$ cat config.mk
export PLATFORM = sky130hd
export DESIGN_NAME = swd_host_transfer_engine_top_flat
export DESIGN_NICKNAME = d
export VERILOG_FILES = /design/src/hw/rtl/shte_pkg.sv /design/src/hw/rtl/shte_ifs.sv /design/src/hw/rtl/swd_host_transfer_engine_top.sv /design/src/hw/rtl/shte_core.sv /design/src/flat_wrapper.sv
export SDC_FILE = /design/constraint.sdc
export NUM_CORES = 1
export LEC_CHECK = 0
export BUFFER_PORTS_ARGS = -buffer_cell sky130_fd_sc_hd__buf_2
export CAP_MARGIN = 20
export CORE_MARGIN = 2
export CORE_UTILIZATION = 30
export DETAILED_ROUTE_END_ITERATION = 16
export PLACE_DENSITY_LB_ADDON = 0.3
export SYNTH_ARGS = -nofsm -noshare
export SYNTH_HDL_FRONTEND = slang
export SYNTH_SLANG_ARGS = --single-unit
$ cat constraint.sdc
create_clock -name i_clk -period 4.75 [get_ports i_clk]
set_input_delay 0.7125 -clock i_clk [delete_from_list [all_inputs] [get_ports i_clk]]
set_output_delay 0.7125 -clock i_clk [all_outputs]
set_load 0.01 [all_outputs]
$ cat src/hw/rtl/shte_pkg.sv
// Shared types and constants for the SWD host transfer engine.
`default_nettype none

package shte_pkg;

    // Input item: one tick or one transfer start.
    typedef struct packed {
        logic        cmd;
        logic [3:0]  request;
        logic [31:0] write_data;
        logic [7:0]  idle_count;
        logic        line_in;
    } t_in_item;

    // Result item: one SWCLK period.
    typedef struct packed {
        logic        line_out;
        logic        line_drive_enable;
        logic        busy_res;
        logic        done_res;
        logic [2:0]  ack_bits;
        logic        parity_error;
        logic [31:0] read_data;
    } t_out_item;

    // Configuration registers.
    typedef struct packed {
        logic [2:0] turnaround;
        logic       dummy_data;
    } t_cfg;

    localparam logic CFG_TURNAROUND = 1'b0;
    localparam logic CFG_DUMMY_DATA = 1'b1;

    localparam logic [2:0] CFG_TURNAROUND_RST = 3'd1;

    localparam logic [2:0] ACK_OK    = 3'b001;
    localparam logic [2:0] ACK_WAIT  = 3'b010;
    localparam logic [2:0] ACK_FAULT = 3'b100;

    localparam logic [5:0] LEN_HDR     = 6'd8;
    localparam logic [5:0] LEN_ACK     = 6'd3;
    localparam logic [5:0] LEN_DATA    = 6'd32;
    localparam logic [5:0] LEN_PAR     = 6'd1;
    localparam logic [5:0] LEN_BACKOFF = 6'd33;

    typedef enum logic [11:0] {
        PH_IDLE    = 12'h001,
        PH_HDR     = 12'h002,
        PH_TURN1   = 12'h004,
        PH_ACK     = 12'h008,
        PH_RDATA   = 12'h010,
        PH_RPAR    = 12'h020,
        PH_TURN2R  = 12'h040,
        PH_TURN2W  = 12'h080,
        PH_WDATA   = 12'h100,
        PH_WPAR    = 12'h200,
        PH_IDLEC   = 12'h400,
        PH_BACKOFF = 12'h800
    } t_phase;

endpackage

`default_nettype wire

$ cat src/hw/rtl/shte_ifs.sv
// Valid/ready channel interfaces for input and result items.
`default_nettype none

interface shte_in_if
    import shte_pkg::*;
();
    logic     valid;
    logic     ready;
    t_in_item data;

    modport source (output valid, output data, input ready);
    modport sink   (input valid, input data, output ready);
endinterface

interface shte_out_if
    import shte_pkg::*;
();
    logic      valid;
    logic      ready;
    t_out_item data;

    modport source (output valid, output data, input ready);
    modport sink   (input valid, input data, output ready);
endinterface

`default_nettype wire

$ cat src/hw/rtl/swd_host_transfer_engine_top.sv
// Top level of the SWD host transfer engine: input stage, sequencer, result register.
//
//  channel | dir | handshake        | payload
//  --------+-----+------------------+------------------------------------------------
//  i_in    | in  | valid / ready    | cmd, request, write_data, idle_count, line_in
//  o_out   | out | valid / ready    | line_out, drive enable, busy, done, ack, perr, rdata
//  cfg     | in  | i_cfg_we         | i_cfg_idx (0 turnaround, 1 dummy data), i_cfg_wdata
//
// Each item is registered in the input stage, then takes one step through the sequencer
// into the result register; one item per cycle sustained while o_out.ready stays high.
// Every cmd=0 tick yields one result; a start item yields none.
// Synchronous active-low reset idles the sequencer; turnaround resets to 1, dummy to 0.
// A stalled result holds the result register; the input stage then holds its item and
// ready drops only while both are full.
`default_nettype none

module swd_host_transfer_engine_top
    import shte_pkg::*;
(
    input  wire logic       i_clk,
    input  wire logic       i_rst_n,
    shte_in_if.sink         i_in,
    shte_out_if.source      o_out,
    input  wire logic       i_cfg_we,
    input  wire logic       i_cfg_idx,
    input  wire logic [2:0] i_cfg_wdata
);

    t_cfg      r_cfg;
    logic      r_s_vld;
    t_in_item  r_s_item;
    logic      r_o_vld;
    t_out_item r_o_item;

    logic      adv;
    t_out_item res;
    logic      res_vld;

    // Stage item moves on when the result register is free or draining.
    assign adv         = r_s_vld && (!r_o_vld || o_out.ready);
    assign i_in.ready  = !r_s_vld || adv;
    assign o_out.valid = r_o_vld;
    assign o_out.data  = r_o_item;

    // Configuration registers; the user writes them only while idle, the block does not enforce it.
    always_ff @(posedge i_clk) begin
        if (!i_rst_n) begin
            r_cfg.turnaround <= CFG_TURNAROUND_RST;
            r_cfg.dummy_data <= 1'b0;
        end else if (i_cfg_we) begin
            unique case (i_cfg_idx)
                CFG_TURNAROUND: r_cfg.turnaround <= i_cfg_wdata;
                CFG_DUMMY_DATA: r_cfg.dummy_data <= i_cfg_wdata[0];
                default: ;
            endcase
        end
    end

    // Input stage
    always_ff @(posedge i_clk) begin
        if (!i_rst_n) begin
            r_s_vld <= 1'b0;
        end else if (i_in.valid && i_in.ready) begin
            r_s_vld <= 1'b1;
        end else if (adv) begin
            r_s_vld <= 1'b0;
        end
    end

    always_ff @(posedge i_clk) begin
        if (i_in.valid && i_in.ready) begin
            r_s_item <= i_in.data;
        end
    end

    shte_core u_core (
        .i_clk     (i_clk),
        .i_rst_n   (i_rst_n),
        .i_step    (adv),
        .i_item    (r_s_item),
        .i_cfg     (r_cfg),
        .o_res     (res),
        .o_res_vld (res_vld)
    );

    // Result register
    always_ff @(posedge i_clk) begin
        if (!i_rst_n) begin
            r_o_vld <= 1'b0;
        end else if (adv && res_vld) begin
            r_o_vld <= 1'b1;
        end else if (o_out.ready) begin
            r_o_vld <= 1'b0;
        end
    end

    always_ff @(posedge i_clk) begin
        if (adv && res_vld) begin
            r_o_item <= res;
        end
    end

    a_stage_held: assert property (@(posedge i_clk) disable iff (!i_rst_n)
        (r_s_vld && !adv) |=> (r_s_vld && $stable(r_s_item)))
        else $error("input stage item lost while stalled");

    a_result_kept: assert property (@(posedge i_clk) disable iff (!i_rst_n)
        (r_o_vld && !o_out.ready) |=> r_o_vld)
        else $error("result dropped while stalled");

    a_no_overwrite: assert property (@(posedge i_clk) disable iff (!i_rst_n)
        (adv && res_vld) |-> (!r_o_vld || o_out.ready))
        else $error("result register overwritten");

endmodule

`default_nettype wire

$ cat src/hw/rtl/shte_core.sv
// SWD sequencer: phase state, bit counter, shift word and per-tick step logic.
`default_nettype none

module shte_core
    import shte_pkg::*;
(
    input  wire logic      i_clk,
    input  wire logic      i_rst_n,
    input  wire logic      i_step,
    input  wire t_in_item  i_item,
    input  wire t_cfg      i_cfg,
    output t_out_item      o_res,
    output logic           o_res_vld
);

    typedef struct packed {
        t_phase     ph;
        logic [5:0] bc;
    } t_entry;

    t_phase      r_phase, n_phase;
    logic [5:0]  r_bc, n_bc;
    logic [31:0] r_shift, n_shift;
    logic [3:0]  r_req, n_req;
    logic [7:0]  r_idle, n_idle;
    logic [2:0]  r_ack, n_ack;
    logic        r_par, n_par;

    logic        rd;
    logic        last;
    logic [7:0]  hdr;
    logic [2:0]  hdr_idx;
    logic [1:0]  ack_idx;
    t_entry      ent;

    function automatic t_phase f_after(t_phase ph, logic [2:0] ack, logic is_rd);
        t_phase nx;
        begin
            unique case (ph)
                PH_HDR:    nx = PH_TURN1;
                PH_TURN1:  nx = PH_ACK;
                PH_ACK:    nx = (ack == ACK_OK) ? (is_rd ? PH_RDATA : PH_TURN2W) : PH_BACKOFF;
                PH_RDATA:  nx = PH_RPAR;
                PH_RPAR:   nx = PH_TURN2R;
                PH_TURN2R: nx = PH_IDLEC;
                PH_TURN2W: nx = PH_WDATA;
                PH_WDATA:  nx = PH_WPAR;
                PH_WPAR:   nx = PH_IDLEC;
                default:   nx = PH_IDLE;
            endcase
            return nx;
        end
    endfunction

    function automatic logic [5:0] f_len(t_phase ph, t_cfg cfg, logic [7:0] idl,
                                         logic [2:0] ack);
        logic [5:0] len;
        begin
            unique case (ph)
                PH_HDR:             len = LEN_HDR;
                PH_ACK:             len = LEN_ACK;
                PH_RDATA, PH_WDATA: len = LEN_DATA;
                PH_RPAR, PH_WPAR:   len = LEN_PAR;
                PH_IDLEC:           len = {5'd0, |idl};
                PH_BACKOFF: begin
                    if ((ack == ACK_WAIT || ack == ACK_FAULT) && !cfg.dummy_data)
                        len = {3'd0, cfg.turnaround};
                    else
                        len = LEN_BACKOFF + {3'd0, cfg.turnaround};
                end
                PH_IDLE:            len = '0;
                default:            len = {3'd0, cfg.turnaround};
            endcase
            return len;
        end
    endfunction

    // Enter a phase, skipping zero-length ones; at most two skips in a row.
    function automatic t_entry f_enter(t_phase ph, t_cfg cfg, logic [7:0] idl,
                                       logic [2:0] ack, logic is_rd);
        t_entry     e;
        t_phase     p;
        logic       stop;
        logic [5:0] len;
        begin
            p    = ph;
            stop = 1'b0;
            e.ph = PH_IDLE;
            e.bc = '0;
            for (int k = 0; k < 3; k++) begin
                len = f_len(p, cfg, idl, ack);
                if (!stop) begin
                    if (p == PH_IDLE) begin
                        stop = 1'b1;
                        e.ph = PH_IDLE;
                        e.bc = '0;
                    end else if (len != 6'd0) begin
                        stop = 1'b1;
                        e.ph = p;
                        e.bc = (p == PH_IDLEC) ? 6'd0 : len;
                    end else begin
                        p = f_after(p, ack, is_rd);
                    end
                end
            end
            return e;
        end
    endfunction

    assign rd      = r_req[1];
    assign hdr     = {1'b1, 1'b0, ^r_req, r_req, 1'b1};
    assign hdr_idx = 3'(3'd0 - r_bc[2:0]);
    assign ack_idx = 2'(2'd3 - r_bc[1:0]);

    always_comb begin
        n_phase   = r_phase;
        n_bc      = r_bc;
        n_shift   = r_shift;
        n_req     = r_req;
        n_idle    = r_idle;
        n_ack     = r_ack;
        n_par     = r_par;
        last      = 1'b0;
        ent       = '{ph: PH_IDLE, bc: '0};
        o_res     = '0;
        o_res_vld = 1'b0;

        if (i_item.cmd) begin
            // start only from idle; otherwise dropped
            if (r_phase == PH_IDLE) begin
                n_req   = i_item.request;
                n_shift = i_item.write_data;
                n_idle  = i_item.idle_count;
                n_ack   = '0;
                n_par   = ^i_item.write_data;
                n_phase = PH_HDR;
                n_bc    = LEN_HDR;
            end
        end else begin
            o_res_vld = 1'b1;
            if (r_phase == PH_IDLE) begin
                o_res.line_out          = 1'b1;
                o_res.line_drive_enable = 1'b1;
            end else begin
                unique case (r_phase)
                    PH_HDR: begin
                        o_res.line_drive_enable = 1'b1;
                        o_res.line_out          = hdr[hdr_idx];
                    end
                    PH_ACK:   n_ack = r_ack | (3'(i_item.line_in) << ack_idx);
                    PH_RDATA: n_shift = {i_item.line_in, r_shift[31:1]};
                    PH_RPAR:  n_par = (^r_shift) ^ i_item.line_in;
                    PH_WDATA: begin
                        o_res.line_drive_enable = 1'b1;
                        o_res.line_out          = r_shift[0];
                        n_shift                 = {1'b0, r_shift[31:1]};
                    end
                    PH_WPAR: begin
                        o_res.line_drive_enable = 1'b1;
                        o_res.line_out          = r_par;
                    end
                    PH_IDLEC: o_res.line_drive_enable = 1'b1;
                    default: ;
                endcase

                if (r_phase == PH_IDLEC) begin
                    n_idle = r_idle - 8'd1;
                    last   = (n_idle == 8'd0);
                end else begin
                    n_bc = r_bc - 6'd1;
                    last = (n_bc == 6'd0);
                end

                if (last) begin
                    ent     = f_enter(f_after(r_phase, n_ack, rd), i_cfg, n_idle, n_ack, rd);
                    n_phase = ent.ph;
                    n_bc    = ent.bc;
                end

                o_res.busy_res = 1'b1;
                if (n_phase == PH_IDLE) begin
                    o_res.done_res = 1'b1;
                    o_res.ack_bits = n_ack;
                    if (n_ack == ACK_OK && rd) begin
                        o_res.parity_error = n_par;
                        o_res.read_data    = n_shift;
                    end
                end
            end
        end
    end

    always_ff @(posedge i_clk) begin
        if (!i_rst_n) begin
            r_phase <= PH_IDLE;
            r_bc    <= '0;
            r_shift <= '0;
            r_req   <= '0;
            r_idle  <= '0;
            r_ack   <= '0;
            r_par   <= 1'b0;
        end else if (i_step) begin
            r_phase <= n_phase;
            r_bc    <= n_bc;
            r_shift <= n_shift;
            r_req   <= n_req;
            r_idle  <= n_idle;
            r_ack   <= n_ack;
            r_par   <= n_par;
        end
    end

    a_start_enters_hdr: assert property (@(posedge i_clk) disable iff (!i_rst_n)
        (i_step && i_item.cmd && r_phase == PH_IDLE) |=> (r_phase == PH_HDR && r_bc == LEN_HDR))
        else $error("start from idle did not load header phase");

    a_busy_start_dropped: assert property (@(posedge i_clk) disable iff (!i_rst_n)
        (i_step && i_item.cmd && r_phase != PH_IDLE) |=> ($stable(r_phase) && $stable(r_req)))
        else $error("start while busy changed transfer state");

    a_hdr_count: assert property (@(posedge i_clk) disable iff (!i_rst_n)
        (r_phase == PH_HDR) |-> (r_bc >= 6'd1 && r_bc <= LEN_HDR))
        else $error("header bit counter out of range");

endmodule

`default_nettype wire
$ cat src/flat_wrapper.sv
// flat-port wrapper written by rule: the top's interface ports become plain ports
module swd_host_transfer_engine_top_flat import shte_pkg::*;
  (i_clk, i_rst_n, i_cfg_we, i_cfg_idx, i_cfg_wdata, i_in_valid, i_in_data, i_in_ready, o_out_valid, o_out_data, o_out_ready);
  shte_in_if i_in_i ();
  shte_out_if o_out_i ();
  input  wire logic i_clk;
  input  wire logic i_rst_n;
  input  wire logic i_cfg_we;
  input  wire logic i_cfg_idx;
  input  wire logic [2:0] i_cfg_wdata;
  input wire logic [$bits(i_in_i.valid)-1:0] i_in_valid;
  input wire logic [$bits(i_in_i.data)-1:0] i_in_data;
  output wire logic [$bits(i_in_i.ready)-1:0] i_in_ready;
  output wire logic [$bits(o_out_i.valid)-1:0] o_out_valid;
  output wire logic [$bits(o_out_i.data)-1:0] o_out_data;
  input wire logic [$bits(o_out_i.ready)-1:0] o_out_ready;
  assign i_in_i.valid = i_in_valid;
  assign i_in_i.data = i_in_data;
  assign i_in_ready = i_in_i.ready;
  assign o_out_valid = o_out_i.valid;
  assign o_out_data = o_out_i.data;
  assign o_out_i.ready = o_out_ready;
  swd_host_transfer_engine_top u_core (.i_clk(i_clk), .i_rst_n(i_rst_n), .i_in(i_in_i), .o_out(o_out_i), .i_cfg_we(i_cfg_we), .i_cfg_idx(i_cfg_idx), .i_cfg_wdata(i_cfg_wdata));
endmodule
==> impl_metrics.py <==
metrics = {
    "outcome": {
        "status": "finished, final reports clean",
    },
    "critical_path": {
        "worstSetupEndpoint": "u_core.o_out.data[21]$_SDFFCE_PP0P_",
        "crit_start": "u_core.u_core.r_phase[8]$_SDFFE_PN0P_",
        "r2r_cells": 10,
        "worst_setup_path_end_kind": "flip-flop",
        "cp.arrival_ns": 4.59,
        "reg2reg_slack_ns": 0.43,
        "path_class": "reg2reg",
        "reg2reg_from": "u_core.u_core.r_phase[8]$_SDFFE_PN0P_",
        "worst_r2r_endpoint": "u_core.o_out.data[21]$_SDFFCE_PP0P_",
        "cp-start-kind": "flip-flop",
        "crit_path_max_fanout": 33,
        "required_ns": 5.02,
    },
    "run": {
        "timing.max_cap.violations": 0,
    },
    "global_route": {
        "grt_max_degree": 43,
        "grt_pass1_wl_mm": 36.4,
        "grt_usage_pct": 16.2,
        "grt_antenna_before_repair": 0,
        "grt_pass1_vias": 6400,
        "grt-ovfl-total": 0,
    },
    "yosys": {
        "synthDistinctLibCells": 73,
        "synth_nets": 888,
        "syn_area_mm2": 0.00844,
        "synth_edf_count": 86,
        "yosys_most_used_dff": "edfxtp_1",
        "yosysWarnings": 0,
        "ys_ff_latch": 158,
        "ys_async_sr_fraction_pct": 0,
        "netlist_instances": 825,
        "yosysSeqAreaShare_pct": 47.7,
        "avgSynthCellArea_um2": 10.2,
    },
    "placement": {
        "place_inst": 1264,
        "dp_hpwl_mm": 16.1,
        "io_buffers": 96,
        "dp_slack_ns": 0.492,
        "gp_congestion": 0.840,
    },
    "timing": {
        "final.setup.tns_ns": 0,
        "hold_viol": 0,
        "period_share_pct": 90.9,
        "setup_viol": 0,
        "fin_crit_ns": 4.32,
        "fmax_mhz": 232,
        "setup_slack_ns": 0.432,
        "relSlewSlack_pct": 36.2,
        "tightest_slew_ns": 0.950,
        "slew_violations": 0,
        "skew_ns": 0.00902,
        "rsz0062_at_grt": "false",
    },
    "worst_hold_path": {
        "whs_path_depth": 1,
        "hold_path.class": "in2reg",
    },
    "route": {
        "post_drt_wl_per_cell_um": 18.0,
        "drt_iter0_markers": 520,
        "drtAntennaViolNets": 0,
        "totalWireLength_mm": 23.4,
        "drt_drc_violations_left": 0,
        "first_pass_iters": 5,
        "via_per_inst": 5.18,
        "via_count": 6709,
    },
    "cts": {
        "cts-resized-gates": 0,
        "h-tree-depth": 4,
        "cts_made_buffers": 17,
        "cts-hold-fix-buffers": 0,
        "cts.path.max_buffers": 2,
        "worstSkewPairLatency_ns": 0.43,
        "cts_sinks": 158,
        "root_buffer": "clkbuf_16",
        "path_clk_slew_ns": 0.07,
        "cts_tree": "yes",
        "cts_setup_buffers": 0,
    },
    "floorplanning": {
        "core_area_mm2": 0.0277,
        "start_util_pct": 30.5,
        "ios": 97,
        "fp.dieW_um": 172,
        "die_area_mm2": 0.0295,
        "row_count": 61,
        "die_h_um": 172,
    },
    "finish": {
        "diodes": 0,
        "stdcell_count": 1296,
        "drive_gt1_share_pct": 22.7,
        "finish.utilization_pct": 35.7,
        "area_delta_synth_final_pct": 17.1,
        "nNetsFinal": 968,
    },
    "power_and_ir_drop": {
        "power_density_mw_per_mm2": 331,
        "peakVddDrop_v": 0.000267,
        "power_w": 0.00327,
        "power.leakage_nw": 3.55,
    },
}
## kinds of logic (layout without fill, tap and decap cells)
group | count (synthesis) | after routing | synth area share (%)
adder cells (fa/ha/maj) | 8 | 8 | 1.19
AO/OA/AOI/OAI | 182 | 182 | 14.9
flip-flops | 158 | 158 | 47.7
multiplexers | 42 | 42 | 5.03
AND/OR/NAND/NOR | 284 | 284 | 19.2
XOR/XNOR | 79 | 79 | 8.20
buffers and inverters | 72 | 165 | 3.78
## layout by cell type, fill, tap and decap left out, types with 7 or more instances in the layout
master,n
nor3_2,31
a21oi_1,26
edfxtp_1,86
mux2i_1,39
a221oi_1,36
o21a_1,7
clkbuf_16,17
dfxtp_1,72
a22oi_1,7
o21ai_0,59
xor2_1,16
nor4_1,9
nand2_1,73
xnor2_1,63
nand3_1,14
a31oi_1,7
inv_1,11
buf_4,23
nor2b_1,11
nor2_1,53
nor3_1,20
buf_2,96
ha_1,8
nand4_1,15
## metal layers
| metal | GRT usage [%] | vias to the layer above | wire length (um) |
|---|---|---|---|
| met3 | 2.81 | 28 | 1040 |
| met5 | 0 | - | 0 |
| li1 | - | 3240 | - |
| met1 | 22.7 | 3241 | 11300 |
| met4 | 5.60 | 0 | 439 |
| met2 | 25.2 | 200 | 10600 |
## sequential cells by signal, indices dropped and copies added (netlist names)
signal / cells
u_core.u_core.r_ack: 3
u_core.o_out.valid: 1
u_core.u_core.r_phase: 12
u_core.r_s_item: 46
u_core.r_s_vld: 1
u_core.r_cfg: 4
u_core.o_out.data: 40
u_core.u_core.r_idle: 8
u_core.u_core.r_req: 4
u_core.u_core.r_shift: 32
u_core.u_core.r_bc: 6
u_core.u_core.r_par: 1
## critical path, stage by stage, from the launching register on
cell,delay [ns]
dfxtp_1,0.43
or4_1,0.67
or4_4,0.63
a31oi_4,0.22
nand2_2,0.13
o311ai_1,0.54
nor2_1,0.19
a31o_1,0.24
or4_2,0.67
buf_12,0.22
nor3_2,0.19
## how the worst min path moves through the flow
stage | end | startpoint
finish | u_core.r_s_item[16]$_DFFE_PP_ | i_in_data[16]
global route | u_core.r_s_item[38]$_DFFE_PP_ | i_in_data[38]
CTS | u_core.r_s_item[19]$_DFFE_PP_ | i_in_data[19]
detailed placement | u_core.r_cfg[0]$_SDFFE_PN0P_ | u_core.r_cfg[0]$_SDFFE_PN0P_
global placement | u_core.r_cfg[0]$_SDFFE_PN0P_ | u_core.r_cfg[0]$_SDFFE_PN0P_
floorplan | u_core.r_cfg[0]$_SDFFE_PN0P_ | u_core.r_cfg[0]$_SDFFE_PN0P_
## cell type report
class / instances / area, um2
sequential: 158 / 4020
tap: 378 / 473
inverter: 13 / 48.8
fill: 2764 / 17800
multi-input combinational: 595 / 4120
timing repair buffer: 120 / 673
clock buffer: 19 / 433
clock inverter: 13 / 109
## synth_stat cells, types with 5 or more instances
cell      instances  area [um2]
nand3_1          15        75.1
a221oi_1         36         315
nand4_1          15        93.8
ha_1              8         100
nor3_1           21         105
buf_6             6        67.6
nor2b_1          11        68.8
nor4_1            9        56.3
nand2b_1          5        31.3
xor2_1           16         140
a21oi_1          26         130
nor2_1           55         206
edfxtp_1         86        2580
nand2_1          73         274
nor3_2           30         300
o21a_1            7        52.6
dfxtp_1          72        1440
and2_1            6        37.5
xnor2_1          63         552
mux2i_1          39         390
or4_1             6        45.0
nor3b_1           5        37.5
clkbuf_1         42         158
and3_1            5        31.3
a31oi_1           7        43.8
o21ai_0          59         295
a22oi_1           7        52.6
buf_1             8        30.0
inv_1            12        45.0
## report_power, final
part	total, W	switching (W)	internal, W
Combinational	0.000434	0.000242	0.000192
Sequential	0.00156	0.0000605	0.00150
Clock	0.00128	0.000599	0.000679
Total	0.00327	0.000901	0.00237
## stage by stage
step | instance area [um2] | hold slack, ns
3_5_place_dp | 9340 | 0.453
2_1_floorplan | 8440 | 0.431
3_3_place_gp | 9340 | 0.448
5_1_grt | 9880 | 0.424
6_report | 9880 | 0.454
4_1_cts | 9880 | 0.432
Power figures use the tool's default switching activity.
